[src/rtl/core/curve_point_doubling_defines.svh]
// Assertion macros shared by the point doubling RTL.
`ifndef CURVE_POINT_DOUBLING_DEFINES_SVH
`define CURVE_POINT_DOUBLING_DEFINES_SVH

`ifndef NO_ASSERTIONS
// checked outside reset
`define CPD_ASSERT(lbl, prop, msg) \
  lbl: assert property (@(posedge clk_i) disable iff (!rst_ni) prop) else $error(msg);
// checked on every edge, reset included
`define CPD_ASSERT_ALWAYS(lbl, prop, msg) \
  lbl: assert property (@(posedge clk_i) prop) else $error(msg);
`else
`define CPD_ASSERT(lbl, prop, msg)
`define CPD_ASSERT_ALWAYS(lbl, prop, msg)
`endif

`endif

[src/rtl/core/cpd_pkg.sv]
package cpd_pkg;

  localparam int W               = 64;
  localparam int FRAC_BITS_DEF   = 32;
  localparam int QUEUE_DEPTH_DEF = 4;

  typedef logic signed [W-1:0] fx_t;

  localparam fx_t FX_MAX = {1'b0, {(W-1){1'b1}}};
  localparam fx_t FX_MIN = {1'b1, {(W-1){1'b0}}};

  localparam logic [1:0] ST_OK     = 2'd0;
  localparam logic [1:0] ST_ORDER2 = 2'd1;
  localparam logic [1:0] ST_OVF    = 2'd2;

  localparam logic [1:0] REG_A1 = 2'd0;
  localparam logic [1:0] REG_A3 = 2'd1;
  localparam logic [1:0] REG_A2 = 2'd2;
  localparam logic [1:0] REG_A4 = 2'd3;

  typedef struct packed {
    fx_t  v;
    logic o;
  } sat_t;

  // one item on its way through the back end
  typedef struct packed {
    logic vld;
    logic dz;
    logic ovf;
    fx_t  x;
    fx_t  y;
    fx_t  xx;
    fx_t  tt;
    fx_t  a1y;
    fx_t  a1x;
    fx_t  num;
    fx_t  den;
    fx_t  g;
    fx_t  c;
    fx_t  x2;
    fx_t  u;
    fx_t  x3;
    fx_t  y3;
  } wk_t;

  function automatic sat_t sat_add(fx_t a, fx_t b);
    logic [W:0] s;
    sat_t       r;
    s   = {a[W-1], a} + {b[W-1], b};
    r.o = s[W] ^ s[W-1];
    r.v = r.o ? (s[W] ? FX_MIN : FX_MAX) : $signed(s[W-1:0]);
    return r;
  endfunction

  function automatic sat_t sat_sub(fx_t a, fx_t b);
    logic [W:0] s;
    sat_t       r;
    s   = {a[W-1], a} - {b[W-1], b};
    r.o = s[W] ^ s[W-1];
    r.v = r.o ? (s[W] ? FX_MIN : FX_MAX) : $signed(s[W-1:0]);
    return r;
  endfunction

  function automatic sat_t sat_neg(fx_t a);
    sat_t r;
    r.o = (a == FX_MIN);
    r.v = r.o ? FX_MAX : -a;
    return r;
  endfunction

  function automatic logic [W-1:0] mag(fx_t a);
    logic [W-1:0] u;
    u = a;
    return a[W-1] ? (~u + 1'b1) : u;
  endfunction

endpackage

[src/rtl/core/cpd_front.sv]
`include "curve_point_doubling_defines.svh"

module cpd_front import cpd_pkg::*; #(
  parameter int DEPTH = QUEUE_DEPTH_DEF
) (
  input  logic clk_i,
  input  logic rst_ni,
  input  logic start,
  output logic busy,
  input  fx_t  x_i,
  input  fx_t  y_i,
  output logic vld_o,
  output fx_t  x_o,
  output fx_t  y_o
);

  localparam int PW = (DEPTH > 1) ? $clog2(DEPTH) : 1;
  localparam int CW = $clog2(DEPTH + 1);

  fx_t           qx_q [DEPTH];
  fx_t           qy_q [DEPTH];
  logic [PW-1:0] wr_q, rd_q;
  logic [CW-1:0] cnt_q;
  logic          push, pop;

  assign busy  = (cnt_q == CW'(DEPTH));
  assign push  = start && !busy;
  // the back end takes one item every cycle
  assign pop   = (cnt_q != '0);
  assign vld_o = pop;
  assign x_o   = qx_q[rd_q];
  assign y_o   = qy_q[rd_q];

  always_ff @(posedge clk_i) begin
    if (push) begin
      qx_q[wr_q] <= x_i;
      qy_q[wr_q] <= y_i;
    end
  end

  always_ff @(posedge clk_i or negedge rst_ni) begin
    if (!rst_ni) begin
      wr_q  <= '0;
      rd_q  <= '0;
      cnt_q <= '0;
    end else begin
      if (push) wr_q <= (wr_q == PW'(DEPTH - 1)) ? '0 : wr_q + 1'b1;
      if (pop)  rd_q <= (rd_q == PW'(DEPTH - 1)) ? '0 : rd_q + 1'b1;
      cnt_q <= cnt_q + CW'(push) - CW'(pop);
    end
  end

  `CPD_ASSERT(a_push_shows, (push && cnt_q == '0) |=> vld_o, "pushed item not presented")
  `CPD_ASSERT(a_cnt_range, cnt_q <= CW'(DEPTH), "queue count beyond depth")

endmodule

[config.mk]
export PLATFORM = sky130hd
export DESIGN_NAME = cpd_front
export DESIGN_NICKNAME = d
export VERILOG_FILES = /design/src/rtl/core/cpd_pkg.sv /design/src/rtl/core/cpd_front.sv
export VERILOG_INCLUDE_DIRS = /design/src /design/src/rtl/core
export SDC_FILE = /design/constraint.sdc
export NUM_CORES = 1
export LEC_CHECK = 0
export CAP_MARGIN = 20
export CORE_ASPECT_RATIO = 1.4
export CORE_MARGIN = 5
export CORE_UTILIZATION = 52
export CTS_BUF_LIST = sky130_fd_sc_hd__clkbuf_8
export DETAILED_ROUTE_END_ITERATION = 7
export DONT_BUFFER_PORTS = 1
export PLACE_DENSITY_LB_ADDON = 0.2
export SLEW_MARGIN = 40
export SYNTH_ARGS = -nofsm -noshare
export SYNTH_HDL_FRONTEND = slang
export SYNTH_SLANG_ARGS = --single-unit
[constraint.sdc]
create_clock -name clk_i -period 6.1 [get_ports clk_i]
set_input_delay 0.305 -clock clk_i [delete_from_list [all_inputs] [get_ports clk_i]]
set_output_delay 0.305 -clock clk_i [all_outputs]
set_load 0.005 [all_outputs]
==> results of run 1 <==
## registers in the layout (all words and copies together), names as in the netlist
register / count
cnt_q: 3
qx_q: 256
qy_q: 256
rd_q: 2
wr_q: 2
## per-stage QoR
stage / total power [mW] / util / hold WS (ps)
floorplan: 6.83 / - / 9.41
global placement: 7.35 / 0.540 / 9.78
detailed placement: 7.49 / 0.543 / 9.78
CTS: 10.1 / 0.618 / 7.52
global route: 10.5 / 0.618 / 70.5
finish: 9.95 / 0.619 / 56.3
## cells by family after synthesis
logic type      synth area share
compound gates          0.000859
fa+ha+maj                0.00568
mux                        0.153
simple gates             0.00489
xor+xnor                0.000925
flops                      0.821
buf+inv                   0.0128
## synthesized netlist by cell type
cell and instances:
inv_1 6, mux4_2 128, dfrtp_1 7, fa_1 1, or3b_1 1, mux2_2 2
buf_2 13, edfxtp_1 512, nor2_1 1, and3_1 4, clkbuf_2 1, a211o_1 1
nand2_1 2, buf_6 11, or3_1 1, nand2b_1 1, nor4bb_1 1, o211ai_1 1
ha_1 7, xnor2_1 2, nor3b_1 1, clkbuf_1 3, nor2b_1 1, buf_4 2
nand4bb_1 1
## power by group
group | leakage, nW | switching, mW | internal [mW]
logic | 1.61 | 1.41 | 1.12
clock network | 0.764 | 1.21 | 1.32
registers | 4.77 | 0.193 | 4.70
## layer usage
| layer | track usage | part of all wire | vias to the layer above | routed length [microns] |
|---|---|---|---|---|
| met5 | 0 | 0.00019 | - | 7 |
| met4 | 0.0567 | 0.020 | 2 | 721 |
| met3 | 0.0647 | 0.081 | 53 | 2960 |
| met2 | 0.323 | 0.55 | 295 | 20000 |
| met1 | 0.211 | 0.35 | 4256 | 12800 |
| li1 | - | - | 3481 | - |
## critical path: stages, from the launching register on
cell,delay [ps]
dfrtp_4,630
buf_12,240
buf_12,260
buf_4,670
mux4_2,470
## cell type report
cell class,instances,area (sq um)
inverters,6,22.5
multi-input cells,156,3160
well taps,462,578
clock buffers,79,1090
repair buffers,145,1510
diodes,4,10.0
clock inverters,51,292
fillers,2432,13700
flip-flops and latches,519,15600
## worst paths after layout
| path | to | depth (start not counted) |
|---|---|---|
| worst max register to register | qx_q[2][58]$_DFFE_PP_ | 3 |
| max in group asynchronous | rd_q[1]$_DFFE_PN0N_ | 2 |
| min in group asynchronous | rd_q[0]$_DFFE_PN0N_ | 2 |
| worst min-delay path | wr_q[0]$_DFFE_PN0P_ | 2 |
| worst max-delay path | y_o[39] | 4 |
| worst min register to register | cnt_q[0]$_DFF_PN0_ | 1 |
==> results.ini, run 1 <==
[status]
outcome=complete, no violations

[route]
dr.pass1.iters=5
vias=8087
ant_nets=0
drt_iter0_drc=481
via_per_inst=5.69
wl_per_cell_microns=25.7
finalWirelength_microns=36500
drcViolationCount=0

[finish]
area_growth_pct=17.3
final_cells=1422
postLayoutCellArea_sq_um=22200
nets=1042
final_layout_size_suffix_gt1_frac=0.254
mostFrequentLayoutCell=edfxtp_1
layout_common_cells=edfxtp_1 (512), dlygate4sd3_1 (131), mux4_2 (128), clkbuf_8 (79), inv_1 (23)

[setup_path]
reg2reg_from=cnt_q[1]$_DFF_PN0_
crit_path_start=rd_q[1]$_DFFE_PN0N_
cp_data_required_time_ps=5790
startpoint_type=flip-flop
r2r_setup_slack_ps=3530
crit_path_end_kind=primary output
critPathKind=flip-flop to primary output
cp.arrival_ps=2930
cp_max_fo=55

[die]
coreArea_sq_um=35900
die_w_microns=171
rows=82
start_util=0.527
die_h_microns=236
num_io_pins=261
dieArea_sq_um=40400

[placed_design]
place.gp.congestion=0.783
dp.cells=1157
post_dp_cell_area_sq_um=19500
port_buffers=0
dp_hpwl_microns=22200
dpl_worst_slack_ps=3440

[yosys]
syn-cell-area_sq_um=18900
syn-num-nets=850
ys_seq_area_frac=0.821
yosys_warnings=0
ys_seq_elements=519
synth_cell_types=25
synth_top_cells_by_area=edfxtp_1 (81%), mux4_2 (15%), dfrtp_1 (0.93%), buf_6 (0.65%), ha_1 (0.46%)
syn_inst=711
yosysTopAreaCellShare=0.812
avgSynthCellArea_sq_um=26.6
yosysTopAreaCell=edfxtp_1

[clocking]
clkLatencyLatePin_ps=600
post_cts_buffers=0
cts_tree=done
path_clk_slew_ps=60
root_buffer=clkbuf_8
clockBufferDepth=3
htree_levels=3
post_cts_resize_count=0
cts_sinks=519
cts_buffers=75
hold_buffers=131

[sta]
period_needed_ps=3230
maxSlewViolCount=0
fin_setup_tns_ps=0
setup_slack_ps=2870
setup_viol_count_final=0
fin_crit_sh=0.530
rsz0062_at_grt=false
tightest_slew_ps=829
fin_worst_skew_ps=30.1
fmax_ghz=0.310
relSlewSlack=0.447
hold_viol=0

[pwr]
ir_drop_mv=0.325
powerDensity_nw_per_um2=448
p_leak_nw=7.14

[global_routing]
grt_pass1_vias=8954
grt_usage=0.184
gr-total-overflow=0
grt_pass1_wl_microns=55400
antenna_found_initial=4
grt_max_degree=77

[worst_hold_path]
hp-start=start
hold_class=primary input to flip-flop

[job]
maxCapViolations=0

No activity file was read; power rests on OpenSTA's default activity.
==> inputs of run 2 (changes only) <==
- clock period: 6.1 -> 2.8 ns (I/O delays scaled with it)
==> run 2 against run 1 <==
Final area increased by 0.88%. Critical path depth fell by 2. Sequential share of layout area down 0.61 points. Worst hold slack gained 28 ps. Register-to-register slack worse by 3200 ps. Utilization increased by 0.55 points.
==> results.ini, run 2 (same netlist as run 1, synthesis figures left out) <==
[status]
outcome=complete, no violations

[placed_design]
dp.cells=1161
dpl_worst_slack_ps=363
dp_hpwl_microns=20900
place.gp.congestion=0.728
port_buffers=0

[die]
coreArea_sq_um=35900
start_util=0.527
num_io_pins=261
die_w_microns=171
rows=82
dieArea_sq_um=40400
die_h_microns=236

[setup_path]
cp_max_fo=21
cp.arrival_ps=2360
startpoint_type=flip-flop
critPathKind=flip-flop to primary output
crit_path_end_kind=primary output
cp_data_required_time_ps=2660

[route]
via_per_inst=5.60
dr.pass1.iters=5
finalWirelength_microns=35100
ant_nets=0
drcViolationCount=0
wl_per_cell_microns=24.5
drt_iter0_drc=588
vias=8003

[global_routing]
grt_usage=0.175
grt_pass1_wl_microns=53000
antenna_found_initial=3
grt_pass1_vias=8794
gr-total-overflow=0
grt_max_degree=90

[clocking]
hold_buffers=131
clockBufferDepth=3
root_buffer=clkbuf_8
clkLatencyLatePin_ps=600
cts_sinks=519
cts_tree=done
htree_levels=3
path_clk_slew_ps=70
cts_buffers=75
post_cts_resize_count=0
post_cts_buffers=0

[pwr]
p_seq_frac=0.489
switchingPower_mw=6.11
p_comb_frac=0.245
ir_drop_mv=0.809
internal-power_mw=15.9
p_sw_frac=0.277
p_clk_frac=0.266
powerDensity_nw_per_um2=984
p_leak_nw=7.22

[sta]
hold_viol=0
fin_crit_sh=0.894
fmax_ghz=0.399
period_needed_ps=2500
fin_setup_tns_ps=0
tightest_slew_ps=638
rsz0062_at_grt=false
fin_worst_skew_ps=14.9
setup_slack_ps=296
setup_viol_count_final=0
relSlewSlack=0.574
maxSlewViolCount=0

[finish]
top_regs=qx_q x256, qy_q x256, cnt_q x3
layout_common_cells=edfxtp_1 (512), dlygate4sd3_1 (131), mux4_2 (128), clkbuf_8 (77), inv_1 (20)
n_fill_cell=2417
area_growth_pct=18.4
mostFrequentLayoutCell=edfxtp_1
final_layout_size_suffix_gt1_frac=0.264
nets=1046
final_cells=1430

[worst_hold_path]
hold_class=primary input to flip-flop

[job]
maxCapViolations=0

## run 2: changes by cell type in the layout (fill, tap and decap cells not counted), moves of 2 or more
cell / change
buf_12: +9
buf_16: -2
buf_6: -3
bufinv_16: +4
clkbuf_8: -2
clkinv_2: +5
inv_1: -3
## run 2: final cells by class
class                   count  area [sq um]  area share
clock buffers              77          1060      0.0473
well taps                 462           578      0.0258
diodes                      5          12.5    0.000558
flip-flops and latches    519         15600       0.694
inverters                   6          22.5     0.00101
repair buffers            149          1600      0.0712
multi-input cells         156          3160       0.141
clock inverters            56           422      0.0188
## run 2: critical path: stages (launching register included)
cell	delay [ps]
dfrtp_4	710
buf_4	440
mux4_2	610
## run 2: power groups by stage
stage	logic, mW	clock network [mW]	registers (mW)
6_report	5.40	5.87	10.8
5_1_grt	5.84	6.43	10.9
4_1_cts	5.60	6.03	10.8
3_5_place_dp	5.36	0	11.0
3_3_place_gp	5.28	0	10.8
2_1_floorplan	4.10	0	10.7
## run 2: path summary, 6_finish.rpt
check | start | cells after the start | to | slack, ps
max | rd_q[0]$_DFFE_PN0N_ | 2 | x_o[58] | 300
min | start | 1 | qy_q[2][61]$_DFFE_PP_ | 80
max reg2reg | cnt_q[1]$_DFF_PN0_ | 9 | cnt_q[2]$_DFF_PN0_ | 370
min reg2reg | cnt_q[0]$_DFF_PN0_ | 1 | cnt_q[0]$_DFF_PN0_ | 580
max in group asynchronous | rst_ni | 2 | rd_q[1]$_DFFE_PN0N_ | 2040
min in group asynchronous | rst_ni | 2 | rd_q[0]$_DFFE_PN0N_ | 460
## run 2: routing by layer
metal | share of wire | vias to the layer above | GRT usage
met2 | 0.53 | 269 | 0.294
met4 | 0.021 | 0 | 0.0625
met1 | 0.36 | 4191 | 0.208
li1 | - | 3492 | -
met3 | 0.087 | 51 | 0.0637
met5 | 0 | - | 0
## run 2: stage by stage
stage | power, mW | instance area (sq um) | utilization | hold slack [ps]
final | 22.0 | 22400 | 0.624 | 84.7
after CTS | 22.4 | 22400 | 0.624 | 22.2
after global placement | 16.1 | 19600 | 0.546 | -155
after floorplan | 14.8 | 18900 | - | -156
after detailed placement | 16.3 | 19600 | 0.546 | -155
after global routing | 23.2 | 22400 | 0.624 | 39.5
==> inputs of run 3 (changes only) <==
- CORE_UTILIZATION: 52 -> 62
- clock period: 2.8 -> 3.23 ns (I/O delays scaled with it)
==> run 3 against run 2 <==
Sequential power fell by 14%. Via count grew 0.29%. Clock skew grew 2.0 ps. Wire length down 1.0%. First-iteration DRC count shrank 12%. Final area down 1.5%. Die area shrank 15%. Final cell count fell by 6.0%. Sequential share of layout area rose by 1.0 points. Total power shrank 16%. Setup slack better by 350 ps. Largest power group unchanged. Highest routed layer unchanged.
==> results.ini, run 3 (same netlist as run 1, synthesis figures left out) <==
[global_routing]
gr-total-overflow=0
grt_pass1_vias=8734
grt_pass1_wl_microns=52800
grt_max_degree=67
grt_usage=0.209
antenna_found_initial=1

[sta]
fin_setup_tns_ps=0
tightest_slew_ps=523
rsz0062_at_grt=false
fin_crit_sh=0.800
period_needed_ps=2580
setup_viol_count_final=0
fin_worst_skew_ps=16.9
relSlewSlack=0.652
maxSlewViolCount=0
hold_viol=0
fmax_ghz=0.387

[finish]
layout_common_cells=edfxtp_1 (512), dlygate4sd3_1 (131), mux4_2 (128), clkbuf_8 (75), inv_1 (29)
area_growth_pct=16.6
top_regs=qx_q x256, qy_q x256, cnt_q x3
final_layout_size_suffix_gt1_frac=0.253
nets=1041
mostFrequentLayoutCell=edfxtp_1

[setup_path]
cp_max_fo=61
cp.arrival_ps=2420
cp_data_required_time_ps=3070
critPathKind=flip-flop to primary output
startpoint_type=flip-flop
crit_path_end_kind=primary output

[route]
finalWirelength_microns=34700
ant_nets=0
routed-wl-met3_microns=3040
drt_iter0_drc=519
wl_met1_microns=12000
vias=8026
dr.pass1.iters=5
dr.max_layer_used=met4
via_per_inst=5.97
met2_length_microns=19000
drcViolationCount=0
wl_per_cell_microns=25.8

[job]
maxCapViolations=0

[pwr]
ir_drop_mv=0.528
total_power_mw=18.6
p_leak_nw=7.14
powerDensity_nw_per_um2=841

[clocking]
htree_levels=3
cts_tree=done
path_clk_slew_ps=60
clockBufferDepth=3
post_cts_buffers=0
clkLatencyLatePin_ps=590
cts_sinks=519
cts_buffers=72
root_buffer=clkbuf_8

[placed_design]
place.gp.congestion=0.745
port_buffers=0
dp_hpwl_microns=20800

[status]
outcome=complete, no violations

[die]
rows=75
die_h_microns=217
dieArea_sq_um=34200
coreArea_sq_um=30000
num_io_pins=261
start_util=0.630
die_w_microns=158

[worst_hold_path]
hold_class=primary input to flip-flop

==> run 3: layer usage <==
layer  up-vias  global-route usage
met4         0              0.0605
li1       3469                   -
met1      4208               0.256
met5         -                   0
met3        49              0.0680
met2       300               0.357
==> run 3: final timing paths <==
kind / startpoint / endpoint / slack [ps] / cells past startpoint
worst min-delay path: start / qx_q[3][36]$_DFFE_PP_ / 50 / 1
worst max-delay path: rd_q[0]$_DFFE_PN0N_ / y_o[16] / 650 / 2
worst max register to register: cnt_q[1]$_DFF_PN0_ / cnt_q[2]$_DFF_PN0_ / 820 / 9
min in group asynchronous: rst_ni / cnt_q[2]$_DFF_PN0_ / 440 / 2
max in group asynchronous: rst_ni / rd_q[1]$_DFFE_PN0N_ / 2500 / 2
worst min register to register: cnt_q[1]$_DFF_PN0_ / cnt_q[2]$_DFF_PN0_ / 590 / 1
==> run 3: cell type report <==
class / count / area (sq um)
sequential: 519 / 15600
clock inverter: 53 / 303
tap: 385 / 482
timing repair buffer: 147 / 1520
fill: 1642 / 7950
inverter: 6 / 22.5
antenna: 3 / 7.51
multi-input combinational: 156 / 3160
clock buffer: 75 / 1030
==> run 3: timing repair <==
item | in CTS | in global routing
endpoints found under the hold margin | 521 | 0
hold buffers | 131 | 0
gates resized for setup | 0 | 0
==> run 3: critical path, stage by stage (launching register included) <==
cell,delay [ps]
dfrtp_4,700
buf_12,440
mux4_2,610
==> run 3: metrics by stage <==
step                      hold WS [ps]   util  worst slack (ps)  std cells  area (sq um)
after global routing              12.9  0.735               426       1342         22100
after CTS                         16.6  0.735               527       1341         22100
after floorplan                   -134      -               433        711         18900
after detailed placement          -134  0.647               813       1082         19400
after global placement            -134  0.647               965       1082         19400
final                             51.2  0.735               647       1344         22100
==> run 3: where the power goes <==
part,internal [mW],switching [mW],total [mW]
Combinational,2.10,2.53,4.63
Sequential,8.86,0.457,9.32
Clock,2.40,2.23,4.62
Total,13.4,5.21,18.6
